--- config.mk ---
export PLATFORM = sky130hd
export DESIGN_NAME = sde_queue
export DESIGN_NICKNAME = d
export VERILOG_FILES = /design/src/rtl/sde_queue.sv
export SDC_FILE = /design/constraint.sdc
export NUM_CORES = 1
export LEC_CHECK = 0
export BUFFER_PORTS_ARGS = -buffer_cell sky130_fd_sc_hd__buf_2
export CAP_MARGIN = 30
export CORE_ASPECT_RATIO = 1.2
export CORE_MARGIN = 2
export CORE_UTILIZATION = 40
export CTS_CLUSTER_DIAMETER = 50
export DETAILED_ROUTE_END_ITERATION = 6
export HOLD_SLACK_MARGIN = 0.03
export PLACE_DENSITY_LB_ADDON = 0.25
export SETUP_SLACK_MARGIN = 0.02
export SYNTH_ARGS = -nofsm -noshare
export SYNTH_HDL_FRONTEND = slang
export SYNTH_SLANG_ARGS = --single-unit
--- constraint.sdc ---
create_clock -name clk -period 2.4 [get_ports clk]
set_input_delay 0.36 -clock clk [delete_from_list [all_inputs] [get_ports clk]]
set_output_delay 0.36 -clock clk [all_outputs]
set_load 0.005 [all_outputs]
--- src/rtl/sde_queue.sv ---
`timescale 1ns / 1ps
// ----------------------------------------------------------------------------
// sde_queue
// small fifo between front and back
// ----------------------------------------------------------------------------
module sde_queue #(
  parameter int W = 8,
  parameter int DEPTH = 4
) (
  input  logic         clk,
  input  logic         rst,
  input  logic         push,
  input  logic [W-1:0] wdata,
  output logic         full,
  input  logic         pop,
  output logic [W-1:0] rdata,
  output logic         empty
);
  localparam int PW = $clog2(DEPTH);
  logic [W-1:0] mem [DEPTH];
  logic [PW-1:0] wp, rp;
  logic [PW:0] cnt;

  assign full  = cnt == (PW+1)'(DEPTH);
  assign empty = cnt == '0;
  assign rdata = mem[rp];

  always_ff @(posedge clk) begin
    if (push && !full) mem[wp] <= wdata;
  end

  always_ff @(posedge clk) begin
    if (rst) begin
      wp <= '0;
      rp <= '0;
      cnt <= '0;
    end else begin
      if (push && !full) wp <= wp + PW'(1);
      if (pop && !empty) rp <= rp + PW'(1);
      cnt <= cnt + (PW+1)'(push && !full) - (PW+1)'(pop && !empty);
    end
  end

  ap_no_over: assert property (@(posedge clk) disable iff (rst)
    cnt <= (PW+1)'(DEPTH)) else $error("queue count overflow");
  ap_cnt: assert property (@(posedge clk) disable iff (rst)
    push && !full && !(pop && !empty) |=> cnt == $past(cnt) + (PW+1)'(1))
    else $error("queue count slip");
  ap_empty: assert property (@(posedge clk) disable iff (rst)
    empty |=> !(cnt == (PW+1)'(DEPTH))) else $error("queue jumped to full");
endmodule

==> results.sh <==
export IMPL_reg2regPathDepth=10
export IMPL_avgSynthCellArea_um2=17.6
export IMPL_firstDrtPassIters=4
export IMPL_outcome="finished, final reports clean"
export IMPL_ys_seq_elements=41
export IMPL_crit_buf_inv=2
export IMPL_grt_pass1_vias=919
export IMPL_wl_um=2450
export IMPL_crit_family="adder cells"
export IMPL_power_leakage_nw=0.680
export IMPL_r2r_slack_ns=0.21
export IMPL_post_cts_setup_buffer_count=0
export IMPL_die_height_um=74.0
export IMPL_htree_levels=2
export IMPL_whs_ns=0.284
export IMPL_start_util_pct=41.5
export IMPL_startpoint_type="flip-flop"
export IMPL_synth_cell_types=24
export IMPL_path_class="flip-flop to flip-flop"
export IMPL_clockBufferDepth=2
export IMPL_syn_num_nets=112
export IMPL_dieArea_mm2=0.00461
export IMPL_power_total_mw=1.78
export IMPL_grtUsageTotal_pct=12.4
export IMPL_fin_area_mm2=0.00188
export IMPL_setup_ws_ns=0.206
export IMPL_drt_iter0_markers=47
export IMPL_seq_area_frac_synth_pct=69.8
export IMPL_drv_cap=0
export IMPL_hold_buffers=0
export IMPL_antennaDiodeCount=0
export IMPL_crit_chain="nor3b_2 -> nor2_2 -> inv_1 -> ha_1 -> inv_1 -> ha_1 -> fa_1 -> xnor2_1 -> xnor2_1 -> nor2_1"
export IMPL_finalSetupViolCount=0
export IMPL_r2r_start="cnt[1]"
export IMPL_ant_nets=0
export IMPL_worst_ep_arrival_time_ns=2.37
export IMPL_fill_cells=353
export IMPL_synthCells=93
export IMPL_grt_overflow_total=0
export IMPL_rows=25
export IMPL_fin_skew_ns=0.00461
export IMPL_drive_above_1_share_pct=32.8
export IMPL_wl_per_cell_um=14.1
export IMPL_layout_commonest_cell="edfxtp_1"
export IMPL_via_count=823
export IMPL_vias_per_cell=4.76
export IMPL_clkTransAtPathRegs_ns=0.07
export IMPL_pre_cts_ws_ns=0.190
export IMPL_grt_pass1_wl_um=4180
export IMPL_whs_path_depth=1
export IMPL_hold_viol=0
export IMPL_synthesis_area_mm2=0.00163
export IMPL_hp_start="wdata[0]"
export IMPL_worstSetupStartpoint="cnt[1]"
export IMPL_io_buffer_count=21
export IMPL_cts_resized=0
export IMPL_dp_hpwl_um=1730
export IMPL_place_area_mm2=0.00179
export IMPL_end_kind="flip-flop"
export IMPL_clk_latency_ns=0.29
export IMPL_top_level_ports=22
export IMPL_drc=0
export IMPL_area_growth_pct=14.8
export IMPL_final_cell_mix="edfxtp_1 (32), buf_2 (21), dfxtp_1 (9)"
export IMPL_grt_max_degree=13
export IMPL_critPathSlowestCell="dfxtp_1"
export IMPL_numCtsBuffers=5
export IMPL_tightest_slew_ns=0.555
export IMPL_tns_ns=0
export IMPL_r2r_end="cnt[2]"
export IMPL_tritoncts="done"
export IMPL_fmax_ghz=0.456
export IMPL_p_per_area_mw_per_mm2=949
export IMPL_whs_endpoint="mem[1][0]"
export IMPL_yosys_warnings=0
export IMPL_irDropWorstVdd_v=0.000481
export IMPL_hold_class="input port to flip-flop"
export IMPL_cts_sinks=41
export IMPL_cts_root_buf="clkbuf_8"
export IMPL_slowest_delay_ns=0.45
export IMPL_core_area_mm2=0.00394
export IMPL_final_period_utilization_pct=91.4
export IMPL_critPathMaxFanout=6
export IMPL_slew_headroom_pct=62.9
export IMPL_fin_crit_ns=2.19
export IMPL_die_x_um=62.3
export IMPL_rsz0062_at_grt="no"
export IMPL_crit_required_ns=2.58
export IMPL_slew_violations=0
export IMPL_grt_antenna_before_repair=0
export IMPL_nets=137
export IMPL_gp_congestion=0.672
==> cell type report <==
class	instances	area, um^2	share of cell area, %
tap	54	67.6	3.60
timing repair buffer	21	105	5.60
clock buffer	5	68.8	3.67
clock inverter	3	12.5	0.667
sequential	41	1140	60.8
multi-input combinational	41	450	24.0
inverter	8	30.0	1.60
==> worst reg2reg max path, delay by kind of cell, from the launching register on <==
family                   cells  cell delay, ns
XOR/XNOR                     2            0.33
adder cells (fa/ha/maj)      3            0.83
AND/OR/NAND/NOR              3            0.36
flip-flops                   1            0.45
buffers and inverters        2            0.11
==> where the power goes <==
part | internal [mW] | switching [mW] | leakage [nW]
Combinational | 0.238 | 0.175 | 0.270
Sequential | 0.864 | 0.0907 | 0.367
Clock | 0.195 | 0.216 | 0.0430
Total | 1.30 | 0.483 | 0.680
==> flip-flops by register name (all words and copies together), names as in the netlist, named ones only <==
name / count
wp: 2
rp: 2
cnt: 3
mem: 32
==> synth_stat cells <==
cell type | instances | area share [%]
nor2b_1 | 2 | 0.77
fa_1 | 1 | 1.2
nor2_2 | 1 | 0.38
nand2_1 | 1 | 0.23
nand2b_1 | 2 | 0.77
ha_1 | 6 | 4.6
nor3b_2 | 1 | 0.77
o21ai_0 | 2 | 0.61
xor2_1 | 1 | 0.54
inv_1 | 8 | 1.8
clkbuf_1 | 1 | 0.23
buf_2 | 1 | 0.31
nor2_1 | 3 | 0.69
mux2i_1 | 1 | 0.61
dfxtp_1 | 9 | 11
mux4_2 | 8 | 11
or3_1 | 2 | 0.77
buf_1 | 1 | 0.23
and2_1 | 4 | 1.5
xnor2_1 | 2 | 1.1
edfxtp_1 | 32 | 59
o31ai_2 | 1 | 0.77
nor3_2 | 1 | 0.61
a21oi_1 | 2 | 0.61
==> metal layers <==
metal,global-route usage (%),vias to the layer above,part of all wire [%]
met2,23.1,18,53
met3,4.08,7,4.7
met4,6.67,0,2.3
li1,-,387,-
met5,0,-,0
met1,12.7,411,40
==> how the worst max path moves through the flow <==
stage	to	slack [ns]	cells past startpoint
after floorplan	cnt[2]	0.37	10
after global placement	cnt[2]	0.29	10
after detailed placement	cnt[2]	0.19	10
after CTS	cnt[2]	0.17	10
after global routing	cnt[2]	0.02	10
final	cnt[2]	0.21	10
==> per-stage QoR <==
stage / std cells / util [%]
5_1_grt: 173 / 47.6
4_1_cts: 173 / 47.6
6_report: 173 / 47.6
2_1_floorplan: 93 / -
3_5_place_dp: 165 / 45.5
3_3_place_gp: 165 / 45.5
==> logic make-up after synthesis <==
| family | Yosys count | synth area share, % |
|---|---|---|
| xor gates and xnor gates | 3 | 1.61 |
| DFF | 41 | 69.8 |
| and+or+nand+nor | 17 | 6.51 |
| buffers and inverters | 11 | 2.60 |
| adders and majority gates | 7 | 5.82 |
| muxes | 9 | 11.6 |
| AOI/OAI and AO/OA | 5 | 1.99 |
(Power assumes the default switching activity.)
