==> src/rtl/sde_pkg.sv <==
`timescale 1ns / 1ps
// ----------------------------------------------------------------------------
// sde_pkg
// shared opcodes, status codes and the front-to-back command type
// ----------------------------------------------------------------------------
package sde_pkg;

  typedef enum logic [2:0] {
    OP_LOAD   = 3'd0,
    OP_READ   = 3'd1,
    OP_SNAP   = 3'd2,
    OP_GEN    = 3'd3,
    OP_APPLY  = 3'd4,
    OP_REC    = 3'd5,
    OP_ACK    = 3'd6,
    OP_NOP    = 3'd7
  } op_t;

  typedef enum logic [2:0] {
    ST_OK       = 3'd0,
    ST_NO_BASE  = 3'd1,
    ST_OVERFLOW = 3'd2,
    ST_NO_SEQ   = 3'd3,
    ST_EMPTY    = 3'd4
  } status_t;

  localparam int RECORD_CAP = 64;

  // back end work classes
  typedef enum logic [2:0] {
    K_DONE  = 3'd0,   // single result, already resolved by the front
    K_READ  = 3'd1,   // read one byte
    K_SNAP  = 3'd2,   // copy store into a slot
    K_GEN   = 3'd3,   // count then emit deltas
    K_RESTO = 3'd4,   // copy a slot into the store
    K_WRITE = 3'd5    // write one byte (load or apply record)
  } kind_t;

  typedef enum logic [2:0] {
    B_IDLE, B_COUNT, B_EMIT, B_COPY, B_OUT
  } bstate_t;

endpackage

==> src/rtl/sde_front.sv <==
`timescale 1ns / 1ps
// ----------------------------------------------------------------------------
// sde_front
// command decode, slot table and sequence bookkeeping
// ----------------------------------------------------------------------------
module sde_front #(
  parameter int STATE_BYTES   = 64,
  parameter int HISTORY_SLOTS = 8,
  parameter int AW = 6,
  parameter int SW = 3,
  parameter int ZW = 7
) (
  input  logic                  clk,
  input  logic                  rst,
  input  logic                  in_valid,
  output logic                  in_ready,
  input  sde_pkg::op_t          op,
  input  logic [31:0]           off,
  input  logic [7:0]            val,
  input  logic                  lastb,
  input  logic [31:0]           seq,
  input  logic [6:0]            limit,
  output logic                  q_push,
  input  logic                  q_full,
  output sde_pkg::kind_t        q_kind,
  output sde_pkg::status_t      q_status,
  output logic [AW-1:0]         q_addr,
  output logic [7:0]            q_val,
  output logic                  q_size_set,
  output logic [ZW-1:0]         q_size,
  output logic                  q_grow,
  output logic                  q_inrange,
  output logic [SW-1:0]         q_slot,
  output logic [31:0]           q_seq,
  output logic [6:0]            q_limit
);
  import sde_pkg::*;

  logic [31:0]   slot_seq  [HISTORY_SLOTS];
  logic [ZW-1:0] slot_size [HISTORY_SLOTS];
  logic [HISTORY_SLOTS-1:0] slot_valid;
  logic [HISTORY_SLOTS-1:0] slot_acked;
  logic [SW-1:0] ring_head;
  logic [31:0]   seq_counter;
  logic          apply_allowed;
  // size as the front sees it, ahead of the back end
  logic [ZW-1:0] size_shadow;

  logic          hit;
  logic [SW-1:0] hit_idx;
  logic          inr;

  always_comb begin
    hit = 1'b0;
    hit_idx = '0;
    for (int i = HISTORY_SLOTS - 1; i >= 0; i--) begin
      if (slot_valid[i] && slot_seq[i] == seq) begin
        hit = 1'b1;
        hit_idx = SW'(i);
      end
    end
  end

  assign inr      = off < 32'(STATE_BYTES);
  assign in_ready = !q_full;
  assign q_push   = in_valid && !q_full;

  always_comb begin
    q_kind     = K_DONE;
    q_status   = ST_OK;
    q_addr     = off[AW-1:0];
    q_val      = val;
    q_size_set = 1'b0;
    q_size     = size_shadow;
    q_grow     = 1'b0;
    q_inrange  = inr;
    q_slot     = hit_idx;
    q_seq      = '0;
    q_limit    = (limit > 7'(RECORD_CAP)) ? 7'(RECORD_CAP) : limit;
    case (op)
      OP_LOAD: begin
        q_kind = inr ? K_WRITE : K_DONE;
        if (inr && lastb) begin
          q_size_set = 1'b1;
          q_size = ZW'(off[AW-1:0]) + ZW'(1);
        end
      end
      OP_READ: q_kind = K_READ;
      OP_SNAP: begin
        if (size_shadow == '0) q_status = ST_EMPTY;
        else begin
          q_kind = K_SNAP;
          q_slot = ring_head;
          q_seq  = seq_counter + 32'd1;
        end
      end
      OP_GEN: begin
        if (!hit) q_status = ST_NO_BASE;
        else q_kind = K_GEN;
      end
      OP_APPLY: begin
        if (seq != '0) begin
          if (!hit) q_status = ST_NO_BASE;
          else begin
            q_kind = K_RESTO;
            q_size_set = 1'b1;
            q_size = slot_size[hit_idx];
          end
        end
      end
      OP_REC: begin
        if (!apply_allowed) q_status = ST_NO_BASE;
        else if (inr) begin
          q_kind = K_WRITE;
          q_grow = 1'b1;
        end
      end
      OP_ACK: if (!hit) q_status = ST_NO_SEQ;
      default: ;
    endcase
  end

  always_ff @(posedge clk) begin
    if (rst) begin
      slot_valid <= '0;
      slot_acked <= '0;
      ring_head <= '0;
      seq_counter <= '0;
      apply_allowed <= 1'b1;
      size_shadow <= '0;
      for (int i = 0; i < HISTORY_SLOTS; i++) begin
        slot_seq[i] <= '0;
        slot_size[i] <= '0;
      end
    end else if (q_push) begin
      if (q_size_set) size_shadow <= q_size;
      if (q_grow && ZW'(off[AW-1:0]) >= size_shadow)
        size_shadow <= ZW'(off[AW-1:0]) + ZW'(1);
      case (op)
        OP_SNAP: if (q_kind == K_SNAP) begin
          slot_seq[ring_head] <= q_seq;
          slot_size[ring_head] <= size_shadow;
          slot_valid[ring_head] <= 1'b1;
          slot_acked[ring_head] <= 1'b0;
          seq_counter <= q_seq;
          ring_head <= (ring_head == SW'(HISTORY_SLOTS - 1)) ? '0 : ring_head + SW'(1);
        end
        OP_APPLY: apply_allowed <= (seq == '0) || hit;
        OP_ACK: if (hit) slot_acked[hit_idx] <= 1'b1;
        default: ;
      endcase
    end
  end

  ap_head_range: assert property (@(posedge clk) disable iff (rst)
    ring_head <= SW'(HISTORY_SLOTS - 1)) else $error("ring head out of range");
  ap_snap_valid: assert property (@(posedge clk) disable iff (rst)
    q_push && q_kind == K_SNAP |=> slot_valid[$past(ring_head)])
    else $error("snapshot slot not marked");
  ap_seq_step: assert property (@(posedge clk) disable iff (rst)
    q_push && q_kind == K_SNAP |=> seq_counter == $past(seq_counter) + 32'd1)
    else $error("sequence did not advance");
endmodule

==> config.mk <==
export PLATFORM = sky130hd
export DESIGN_NAME = sde_front
export DESIGN_NICKNAME = d
export VERILOG_FILES = /design/src/rtl/sde_pkg.sv /design/src/rtl/sde_front.sv
export SDC_FILE = /design/constraint.sdc
export NUM_CORES = 1
export LEC_CHECK = 0
export BUFFER_PORTS_ARGS = -buffer_cell sky130_fd_sc_hd__buf_2
export CELL_PAD_IN_SITES_DETAIL_PLACEMENT = 1
export CELL_PAD_IN_SITES_GLOBAL_PLACEMENT = 1
export CORE_MARGIN = 5
export CORE_UTILIZATION = 43
export DETAILED_ROUTE_END_ITERATION = 7
export PLACE_DENSITY_LB_ADDON = 0.08
export SETUP_SLACK_MARGIN = 0.02
export SYNTH_ARGS = -nofsm -noshare
export SYNTH_HDL_FRONTEND = slang
export SYNTH_SLANG_ARGS = --single-unit
==> constraint.sdc <==
create_clock -name clk -period 3.01 [get_ports clk]
set_clock_uncertainty 0.15 [all_clocks]
set_input_delay 0.1505 -clock clk [delete_from_list [all_inputs] [get_ports clk]]
set_output_delay 0.1505 -clock clk [all_outputs]
set_load 0.1 [all_outputs]
==> summary.md <==
| Metric | Value |
|---|---|
| Mapped Cells | 1818 |
| Chip width | 220.5 um |
| # IOs | 161 |
| Grt total ovfl | 0 |
| TritonRoute pass-1 iters | 5 |
| CP dominant cell by count | buf_4 |
| Post-DP HPWL | 53880 um |
| HP Start | off[2] |
| Fin Hold WS | 0.07795 ns |
| Maximum vdd drop | roughly 0.00038 V |
| Final worst slack | -1.234 ns |
| Critical path origin | slot_seq[2][3] |
| Global-route wire length before repair | approximately 110000 um |
| Placeable Area | 44030 sq um |
| Nature of the critical path startpoint | flop |
| CTS Buffer Depth | 3 |
| CP max-delay cell | or4_4 |
| R2r endpoint | size_shadow[6] |
| Synth top area cells | edfxtp_1 49%, xor2_1 10%, nor2_1 7.7% |
| Initial antenna violation count | 2 |
| Die ar. | just under 50000 sq um |
| Antenna-violating nets left | 0 |
| Netlist cell types | 73 |
| Post-route cell area | 26270 sq um |
| Synth top area share | 49.18% |
| DR WL/cell | 26.24 um |
| Post-Syn Nets | 1915 |
| Worst slew margin | 54.30% |
| Final critical path time including I/O delays and setup | 4.244 ns |
| Seq cells post-synth | roughly 360 |
| Critical Path Sink Type | output pin |
| P&R area growth vs syn | 37.87% |
| DRT iter0 DRCs | ~1500 |
| DR vias/cell | 5.709 |
| Number of synthesized flops with an enable pin | 312 |
| Final Hold Vio Count | 0 |
| Yosys warning count | 0 |
| Share of layout cells above drive strength 1 | between 30% and 40% |
| Leak Pwr | a little under 10 nW |
| Final wirelength | 75250 um |
| F_max | 0.2356 GHz |
| All-Layer GR Usage | 30.14% |
| Largest net degree at the start of global routing | between 60 and 70 |
| Fin Setup TNS | -20.79 ns |
| Max-slew violation count | 0 |
| Worst-path clk slew | 0.06 ns |
| Sequential share of the synthesized area | 54.53% |
| Async S/R FF share, synth | 0% |
| Most common cell in the netlist | nor2_1 |
| Fin nets | approximately 2300 |
| Die span in y | 220.5 um |
| Syn avg cell area | 10.48 sq um |
| CTS tree | yes |
| Required time of the critical path | 2.71 ns |
| CTS Buf Count | 42 |
| Reg2reg path depth | 13 |
| Area leader, netlist | edfxtp_1 |
| Failing checks | negative setup slack |
| Most frequent cells after synthesis | 393 x nor2_1, 312 x edfxtp_1, 218 x xor2_1, 105 x nor4_1, 78 x nand2_1 |
| Pwr dens | 464.0 nW/um^2 |
| Initial Utilization | 43.27% |
| # port buffers | 144 |
| CP arrival | ~4 ns |
| Clk_lat worst skew | 0.57 ns |
| CTS H-tree depth | 2 |
| DP Area | between 20000 and 25000 sq um |
| RSZ-0062 raised after global routing | true |
| Crit-path cells | xor2_4, nor4_4, nand4_1, or4_4, nand4_1, buf_4, o22a_4, buf_4, o21ai_1, a31oi_1, buf_4, nand3_4, buf_12 |
| Non-Filler Instances | 2868 |
| Design Power | 12.19 mW |
| Status | finished, violations left |
| Placer Congestion | 0.9364 |
| Period utilization | 141.0% |
| Vias in the first global route | between 15000 and 20000 |
| Hold Path Class | input port to flop |
| Critical Path Sink | q_size[0] |
| Final setup fails | 37 |
| Remaining DRCs | 0 |
| FILL cells | approximately 4700 |
| Worst r2r src | slot_seq[2][3] |
| Rows | between 70 and 80 |
| Clock sink total | 363 |
| CP Max Fanout | 6 |
| Primary FF master, synth | edfxtp_1 |
| Max incr delay on CP | roughly 0.56 ns |
| Reg2reg setup slack | -0.70 ns |
| Root Driver | clkbuf_16 |
| Max-cap viol count | 0 |
| Post-Syn Area | 19050 sq um |
| Crit Path Category | flop to output pin |
| Total number of vias | 16370 |
| Placed insts | 2721 |
| Worst Tran Pin Value | 0.6855 ns |
-- layout by cell type, fill, tap and decap left out, types with 36 or more instances in the layout --
master and instances:
nand2_1 65, xnor2_1 66, buf_6 37, a21oi_1 40, xor2_1 208, dfxtp_1 46
clkbuf_16 45, buf_2 96, nand4_1 41, buf_12 69, nor4_1 81, inv_1 36
edfxtp_1 312, nor2_1 373, buf_4 289
-- state kept, by name, indices dropped and copies added, names as in the netlist --
register and flops:
seq_counter 32, apply_allowed 1, size_shadow 7, slot_size 56, slot_valid 8, slot_seq 256, ring_head 3
-- kinds of logic after synthesis --
group	Yosys count	synth area share (%)
buffers and inverters	182	4.466
XOR/XNOR	291	13.38
AO/OA/AOI/OAI	132	4.656
multiplexers	21	1.195
adder cells (fa/ha/maj)	10	0.6567
flip-flops	363	54.53
AND/OR/NAND/NOR	819	21.11
-- report_power, final --
group	internal [mW]	switching, mW	total (mW)
clock network	2.91	2.10	5.01
registers	5.66	0.103	5.76
logic	0.525	0.891	1.42
-- through the flow --
step           util, %  setup WS (ns)
2_1_floorplan        -        -0.3019
3_3_place_gp     52.73         -1.055
3_5_place_dp     52.73         -1.140
4_1_cts          58.62         -1.139
5_1_grt          59.66         -1.332
6_report         59.66         -1.234
-- critical path, delay by kind of cell (launching register included) --
| family | cells | cell delay [ns] |
|---|---|---|
| compound gates | 3 | 0.53 |
| xor+xnor | 1 | 0.20 |
| buf+inv | 4 | 0.69 |
| flops | 1 | 0.46 |
| simple gates | 5 | 1.48 |
-- metal layers --
layer	vias up	part of all wire (%)	global-route usage, %	routed length, um
met3	155	6.9	5.144	5188
met4	0	4.4	12.18	3276
met5	-	0	0	0
met2	663	49	50.28	36740
met1	8334	40	39.30	30050
li1	7220	-	-	-
-- repair_timing --
action / 4_1_cts / 5_1_grt
endpoints found under the setup margin: 40 / 100
resized for setup: 179 / 91
hold buffers: 8 / 0
endpoints found under the hold margin: 11 / 0
pin swaps: 66 / 46
buffers inserted: 55 / 24
cloned: 1 / 0
-- worst min path at each step --
stage | cells past startpoint | to
2_1_floorplan | 3 | size_shadow[1]
3_3_place_gp | 0 | q_val[0]
3_5_place_dp | 0 | q_val[0]
4_1_cts | 5 | size_shadow[2]
5_1_grt | 5 | size_shadow[2]
6_report | 5 | size_shadow[2]
-- cell type report --
type	count	area (sq um)	share of cell area, %
Sequential cell	363	10400	39.58
Multi-Input combinational cell	1274	8996	34.25
Timing Repair Buffer	501	4558	17.35
Clock buffer	58	1185	4.511
Tap cell	592	740.7	2.820
Inverter	62	259.0	0.9860
Clock inverter	17	130.1	0.4954
Antenna cell	1	2.502	0.009527
Power figures use the tool's default switching activity.
